`src/hw/rtl/dsge_pkg.sv`:
```
// ----------------------------------------------------------------------------
// dsge_pkg
// Shared types and constants for the sign/magnitude byte delta encoder.
// ----------------------------------------------------------------------------
package dsge_pkg;

  localparam int BYTE_W      = 8;
  localparam int GROUP_MAX   = 8;
  localparam int GROUP_SIZE_DEF = 8;

  typedef struct packed {
    logic [BYTE_W-1:0] data_byte;
    logic              end_of_packet;
  } item_t;

  typedef struct packed {
    logic [BYTE_W-1:0] coded_byte;
    logic              coded_last;
  } code_t;

  // one stage of the output chain
  typedef struct packed {
    logic              valid;
    logic              last;
    logic [BYTE_W-1:0] data;
  } slot_t;

  // per-cell control from the front end
  typedef struct packed {
    logic capture;
    logic load;
    logic shift;
    logic use_alt;
    logic load_valid;
    logic load_last;
  } cell_ctl_t;

endpackage

```
`src/hw/rtl/dsge_cell.sv`:
```
// ----------------------------------------------------------------------------
// dsge_cell
// One cell of the group chain: holds one buffered magnitude and one output
// stage that is loaded in parallel and shifts toward the output head.
// ----------------------------------------------------------------------------
module dsge_cell (
  input  logic                       clk,
  input  logic                       rst,
  input  dsge_pkg::cell_ctl_t        ctl,
  input  logic [dsge_pkg::BYTE_W-1:0] delta_in,
  input  logic [dsge_pkg::BYTE_W-1:0] alt_byte,
  input  dsge_pkg::slot_t            up,
  output dsge_pkg::slot_t            slot
);

  logic [dsge_pkg::BYTE_W-1:0] store;
  logic [dsge_pkg::BYTE_W-1:0] data;
  logic                        last;
  logic                        valid;

  always_ff @(posedge clk) begin
    if (ctl.capture) begin
      store <= delta_in;
    end
  end

  always_ff @(posedge clk) begin
    if (rst) begin
      valid <= 1'b0;
    end else if (ctl.load) begin
      valid <= ctl.load_valid;
    end else if (ctl.shift) begin
      valid <= up.valid;
    end
  end

  always_ff @(posedge clk) begin
    if (ctl.load) begin
      data <= ctl.use_alt ? alt_byte : store;
      last <= ctl.load_last;
    end else if (ctl.shift) begin
      data <= up.data;
      last <= up.last;
    end
  end

  assign slot.valid = valid;
  assign slot.last  = last;
  assign slot.data  = data;

endmodule

```
`src/hw/rtl/delta_sign_group_encoder.sv`:
```
// ----------------------------------------------------------------------------
// delta_sign_group_encoder
// Packet byte delta encoder: first byte raw, then groups of a flag byte
// followed by up to GROUP_SIZE magnitude bytes.
// ----------------------------------------------------------------------------
//  channel | handshake                 | payload
//  --------+---------------------------+--------------------------------
//  item    | item_valid / item_stall   | data_byte, end_of_packet
//  code    | code_valid / code_stall   | coded_byte, coded_last
//
// a middle byte that emits nothing is never stalled; while code_stall is low
// the chain sends one coded byte per cycle; a full group is GROUP_SIZE+1 bytes.
// a byte that emits a group (or a first byte) waits until the output chain
// of GROUP_SIZE+1 cells has drained, then loads it in parallel.
// rst is synchronous and empties the chain; no clearing pass is needed.
// a stalled code transaction holds the chain; input keeps filling the group.
module delta_sign_group_encoder #(
  parameter int GROUP_SIZE = dsge_pkg::GROUP_SIZE_DEF
) (
  input  logic            clk,
  input  logic            rst,
  input  logic            item_valid,
  output logic            item_stall,
  input  dsge_pkg::item_t item,
  output logic            code_valid,
  input  logic            code_stall,
  output dsge_pkg::code_t code
);

  localparam int CW = $clog2(GROUP_SIZE + 1);
  localparam int BW = dsge_pkg::BYTE_W;

  logic [BW-1:0]         last_raw;
  logic                  in_packet;
  logic [CW-1:0]         count;
  logic [GROUP_SIZE-1:0] flags;

  logic [BW-1:0]         mag;
  logic                  inc;
  logic [CW-1:0]         count_inc;
  logic                  group_full;
  logic                  emit;
  logic                  drain_empty;
  logic                  accept;
  logic                  load;
  logic                  shift;
  logic [GROUP_SIZE-1:0] flags_next;

  dsge_pkg::cell_ctl_t   ctl [0:GROUP_SIZE];
  logic [BW-1:0]         alt [0:GROUP_SIZE];
  dsge_pkg::slot_t       slot [0:GROUP_SIZE+1];

  assign inc        = item.data_byte > last_raw;
  assign mag        = inc ? item.data_byte - last_raw : last_raw - item.data_byte;
  assign count_inc  = count + CW'(1);
  assign group_full = count_inc == CW'(GROUP_SIZE);
  assign emit       = in_packet ? (item.end_of_packet || group_full) : 1'b1;

  assign drain_empty = !slot[0].valid;
  assign item_stall  = emit && !drain_empty;
  assign accept      = item_valid && !item_stall;
  assign load        = accept && emit;
  assign shift       = slot[0].valid && !code_stall;

  always_comb begin
    for (int j = 0; j < GROUP_SIZE; j++) begin
      flags_next[j] = flags[j] | (inc && count == CW'(j));
    end
  end

  // per-cell load pattern
  always_comb begin
    for (int i = 0; i <= GROUP_SIZE; i++) begin
      ctl[i].load  = load;
      ctl[i].shift = shift;
      if (i == 0) begin
        ctl[i].capture    = 1'b0;
        ctl[i].use_alt    = 1'b1;
        ctl[i].load_valid = 1'b1;
        ctl[i].load_last  = 1'b0;
        alt[i]            = in_packet ? BW'(flags_next) : item.data_byte;
      end else if (in_packet) begin
        ctl[i].capture    = accept && count_inc == CW'(i);
        ctl[i].use_alt    = count_inc == CW'(i);
        ctl[i].load_valid = CW'(i) <= count_inc;
        ctl[i].load_last  = item.end_of_packet && count_inc == CW'(i);
        alt[i]            = mag;
      end else begin
        // first byte: a lone byte packet also gets an empty flag byte
        ctl[i].capture    = 1'b0;
        ctl[i].use_alt    = 1'b1;
        ctl[i].load_valid = (i == 1) && item.end_of_packet;
        ctl[i].load_last  = 1'b1;
        alt[i]            = '0;
      end
    end
  end

  always_ff @(posedge clk) begin
    if (rst) begin
      last_raw  <= '0;
      in_packet <= 1'b0;
      count     <= '0;
      flags     <= '0;
    end else if (accept) begin
      last_raw  <= item.data_byte;
      in_packet <= !item.end_of_packet;
      if (!in_packet || emit) begin
        count <= '0;
        flags <= '0;
      end else begin
        count <= count_inc;
        flags <= flags_next;
      end
    end
  end

  assign slot[GROUP_SIZE+1] = '0;

  for (genvar g = 0; g <= GROUP_SIZE; g++) begin : g_cell
    dsge_cell u_cell (
      .clk      (clk),
      .rst      (rst),
      .ctl      (ctl[g]),
      .delta_in (mag),
      .alt_byte (alt[g]),
      .up       (slot[g+1]),
      .slot     (slot[g])
    );
  end

  assign code_valid      = slot[0].valid;
  assign code.coded_byte = slot[0].data;
  assign code.coded_last = slot[0].last;

endmodule

```
`config.mk`:
```
export PLATFORM = sky130hd
export DESIGN_NAME = delta_sign_group_encoder
export DESIGN_NICKNAME = d
export VERILOG_FILES = /design/src/hw/rtl/dsge_pkg.sv /design/src/hw/rtl/dsge_cell.sv /design/src/hw/rtl/delta_sign_group_encoder.sv
export SDC_FILE = /design/constraint.sdc
export NUM_CORES = 1
export LEC_CHECK = 0
export CAP_MARGIN = 20
export CELL_PAD_IN_SITES_DETAIL_PLACEMENT = 1
export CELL_PAD_IN_SITES_GLOBAL_PLACEMENT = 1
export CORE_ASPECT_RATIO = 1.25
export CORE_MARGIN = 3
export CORE_UTILIZATION = 55
export CTS_CLUSTER_DIAMETER = 40
export DETAILED_ROUTE_END_ITERATION = 10
export DONT_BUFFER_PORTS = 1
export HOLD_SLACK_MARGIN = 0.02
export PLACE_DENSITY_LB_ADDON = 0.2
export SKIP_LAST_GASP = 1
export SLEW_MARGIN = 20
export SYNTH_ARGS = -nofsm -noshare
export SYNTH_HDL_FRONTEND = slang
export SYNTH_SLANG_ARGS = --single-unit
```
`constraint.sdc`:
```
create_clock -name clk -period 9.3 [get_ports clk]
set_input_delay 0 -clock clk [delete_from_list [all_inputs] [get_ports clk]]
set_output_delay 0 -clock clk [all_outputs]
set_load 0.02 [all_outputs]
```
==> flow_summary_export.csv <==
group,metric,value,unit
outcome,status,"completed",
critical_path,cp_common_cell,"buf_4",
critical_path,critPathBufInv,3,
die,start_util,56.5,%
logic_synthesis,syn_area,8560,µm²
routing,drt_iter0_markers,446,
routing,wl_per_cell,24.3,µm
die,die_x,118,µm
logic_synthesis,yosys.area.top_type,"edfxtp_1",
critical_path,rr_startpoint,"count[0]$_SDFFE_PP0P_",
cts,cts_resized,0,
power,leakage,3.27,nW
job,drv_cap,0,
logic_synthesis,synth_cell_types,66,
die,ioPinCount,24,
cts,clockBufferDepth,2,
timing,fin_crit_sh,42.8,%
final_layout,drive_gt1_share,7.89,%
critical_path,crit_required,9.40,ns
timing,rsz0062_at_grt,"false",
logic_synthesis,syn_area_per_cell,11.0,µm²
place,io_buffers,0,
grt,grt_pass1_wl,38100,µm
timing,period_minus_slack,3.98,ns
cts,clock_latency,0.44,ns
logic_synthesis,synth_edf_count,144,
logic_synthesis,netlist_instances,779,
critical_path,crit_type,"reg2reg",
final_layout,fin_area,9370,µm²
cts,clk_transition_reported_paths,0.07,ns
worst_hold_path,whs_path_depth,3,
timing,hold_viol_final,0,
critical_path,r2r_cells,9,
timing,max_slew_margin,26.5,%
grt,grt_max_degree,81,
routing,ant_nets,0,
timing,max_freq,252,MHz
cts,htreeDepth,4,
place,hpwl,15200,µm
critical_path,rrSetupSlack,5.32,ns
logic_synthesis,synth-warning-count,0,
place,placed_area,8630,µm²
logic_synthesis,ys_ff_latch,175,
critical_path,arrival,4.08,ns
logic_synthesis,async_flop_share,0,%
grt,track_usage,28.6,%
routing,drc,0,
logic_synthesis,synthFlopType,"edfxtp_1",
final_layout,n_antenna_cell,0,
timing,drv_slew,0,
cts,cts_tree,"done",
power,worst_ir_drop_vdd,0.141,mV
critical_path,cp_slowest_cell,"and2_0",
timing,tightest_slew,1.07,ns
critical_path,cp_max_fo,63,
routing,viasPerCell,6.59,
timing,finalSetupViolations,0,
critical_path,r2r-end,"g_cell[8].u_cell.store[1]$_DFFE_PP_",
critical_path,path_delay_family,"buffers and inverters",
grt,overflow,0,
critical_path,slowest_delay,0.58,ns
worst_hold_path,hp-class,"in2reg",
place,place_congestion,0.848,
grt,antenna_found_initial,0,
logic_synthesis,synth_top_area_share,50.5,%
final_layout,area_growth,9.46,%
die,dieHeight,145,µm
logic_synthesis,synth_area_leaders,"edfxtp_1, dfxtp_1, nand2_1",
critical_path,start_kind,"flop",
final_layout,fin_util,61.9,%
cts,numClockSinks,175,
routing,routed_wl,23800,µm
worst_hold_path,whs_endpoint,"g_cell[0].u_cell.data[5]$_DFFE_PP_",
routing,first_pass_iters,5,
routing,num_vias,6465,
grt,grt_pass1_vias,6839,
logic_synthesis,yosysSeqAreaShare,57.8,%
cts,numCtsBuffers,17,
final_layout,final_cells,981,
power,p_per_area,204,nW/µm²
critical_path,critical_path.cell_chain,"ha_1 -> nand4_1 -> a2bb2oi_1 -> o21ai_4 -> buf_4 -> and2_0 -> buf_4 -> nand2_1 -> inv_1",
final_layout,final_nets,797,
timing,clock_skew,0.0118,ns
place,place_inst,934,
timing,final.setup.tns,0,ns
logic_synthesis,syn_nets,816,
critical_path,endpoint_kind,"flop",
die,core,15100,µm²
worst_hold_path,hp-start,"item[6]",
die,rows,50,
power,finalPower,0.00191,W
die,dieArea,17100,µm²
cts,root_buffer,"clkbuf_16",
[repair_timing]
| item | 4_1_cts | 5_1_grt |
|---|---|---|
| buffers inserted | 0 | 0 |
| endpoints found under the hold margin | 45 | 0 |
| hold buffers | 15 | 0 |
[registers in the layout, summed over array words and instances (netlist names)]
signal,count
g_cell.u_cell.data,72
g_cell.u_cell.store,64
g_cell.u_cell.last,9
g_cell.u_cell.valid,9
flags,8
last_raw,8
count,4
in_packet,1
[synth_stat cells (2+ instances only)]
master and count:
edfxtp_1 144, nand2_1 89, nor2_1 67, a21oi_1 59, clkbuf_1 41, o21ai_0 35, dfxtp_1 31, inv_1 29
a32oi_1 27, ha_1 22, nand3_1 22, a31oi_1 16, nand4_1 15, o31ai_1 15, a211oi_1 14, a21o_1 12
o211ai_1 11, nor3_1 10, buf_2 9, a22o_1 8, mux2i_1 8, mux2_2 7, and3_1 6, buf_1 6
nand2b_1 6, buf_4 4, nand4b_1 4, a211o_1 3, a22oi_1 3, a311oi_1 3, nand3b_1 3, nor4_1 3
o221ai_1 3, xor2_1 3, a211oi_2 2, a2bb2oi_1 2, fa_1 2, mux2i_4 2, nor2b_1 2, nor4b_1 2
o2bb2ai_1 2, or4b_1 2, xnor2_1 2
[cell families (layout without fill, tap and decap cells)]
family | after synthesis | after routing | share of synthesized area [%]
AO/OA/AOI/OAI | 224 | 224 | 17.6
XOR/XNOR | 6 | 6 | 0.702
adder cells (fa/ha/maj) | 24 | 24 | 3.68
buffers and inverters | 91 | 85 | 4.39
flip-flops | 175 | 175 | 57.8
multiplexers | 17 | 17 | 2.38
AND/OR/NAND/NOR | 242 | 242 | 13.4
[routing by layer]
layer	part of all wire [%]	track usage [%]
met1	40	34.7
met2	52	49.2
met3	4.3	4.78
met4	4.0	14.5
met5	0	0
[area by class of cell]
type	count	area (µm²)
clock buffers	17	425
repair buffers	23	220
multi-input cells	513	3260
fillers	1576	5770
well taps	208	260
clock inverters	15	138
inverters	30	113
flip-flops and latches	175	4950
[power by group]
group / leakage (nW) / switching [W] / internal, W / total [W]
logic: 1.37 / 0.000191 / 0.0000767 / 0.000268
registers: 1.62 / 0.0000253 / 0.000931 / 0.000956
clock network: 0.272 / 0.000319 / 0.000371 / 0.000690
total: 3.27 / 0.000535 / 0.00138 / 0.00191
[placed cells by master, fill, tap and decap left out, drive strengths merged, types with 11 or more instances in the layout]
master / instances
nand2: 89
o21ai: 37
nand4: 15
a31oi: 16
nand3: 22
inv: 33
clkbuf: 17
dlygate4sd3: 14
ha: 22
o211ai: 11
dfxtp: 31
o31ai: 15
edfxtp: 144
a211oi: 16
nor2: 67
a21oi: 60
a32oi: 27
a21o: 12
[worst register-to-register path, delay by kind of cell, from the launching register on]
kind / cells / cell delay [ns]
flip-flops: 1 / 0.57
AND/OR/NAND/NOR: 3 / 0.97
adder cells (fa/ha/maj): 1 / 0.46
AO/OA/AOI/OAI: 2 / 0.33
buffers and inverters: 3 / 1.30
[worst max-delay path by stage]
stage / from / endpoint / slack, ns / cells after the start
finish: count[0]$_SDFFE_PP0P_ / g_cell[8].u_cell.store[1]$_DFFE_PP_ / 5.32 / 9
CTS: count[0]$_SDFFE_PP0P_ / g_cell[7].u_cell.store[1]$_DFFE_PP_ / 5.35 / 7
global route: count[0]$_SDFFE_PP0P_ / g_cell[8].u_cell.store[1]$_DFFE_PP_ / 5.02 / 9
floorplan: count[1]$_SDFFE_PP0P_ / g_cell[0].u_cell.data[0]$_DFFE_PP_ / 5.23 / 9
detailed placement: count[0]$_SDFFE_PP0P_ / g_cell[7].u_cell.store[3]$_DFFE_PP_ / 5.39 / 7
global placement: count[0]$_SDFFE_PP0P_ / g_cell[7].u_cell.store[3]$_DFFE_PP_ / 5.56 / 7
[through the flow]
| step | setup slack (ns) | hold WS (ns) |
|---|---|---|
| finish | 5.32 | 0.0324 |
| global route | 5.02 | 0.0591 |
| CTS | 5.35 | 0.0290 |
| floorplan | 5.23 | 0.136 |
| detailed placement | 5.39 | 0.0740 |
| global placement | 5.56 | 0.0690 |
No activity file was read; power rests on OpenSTA's default activity.
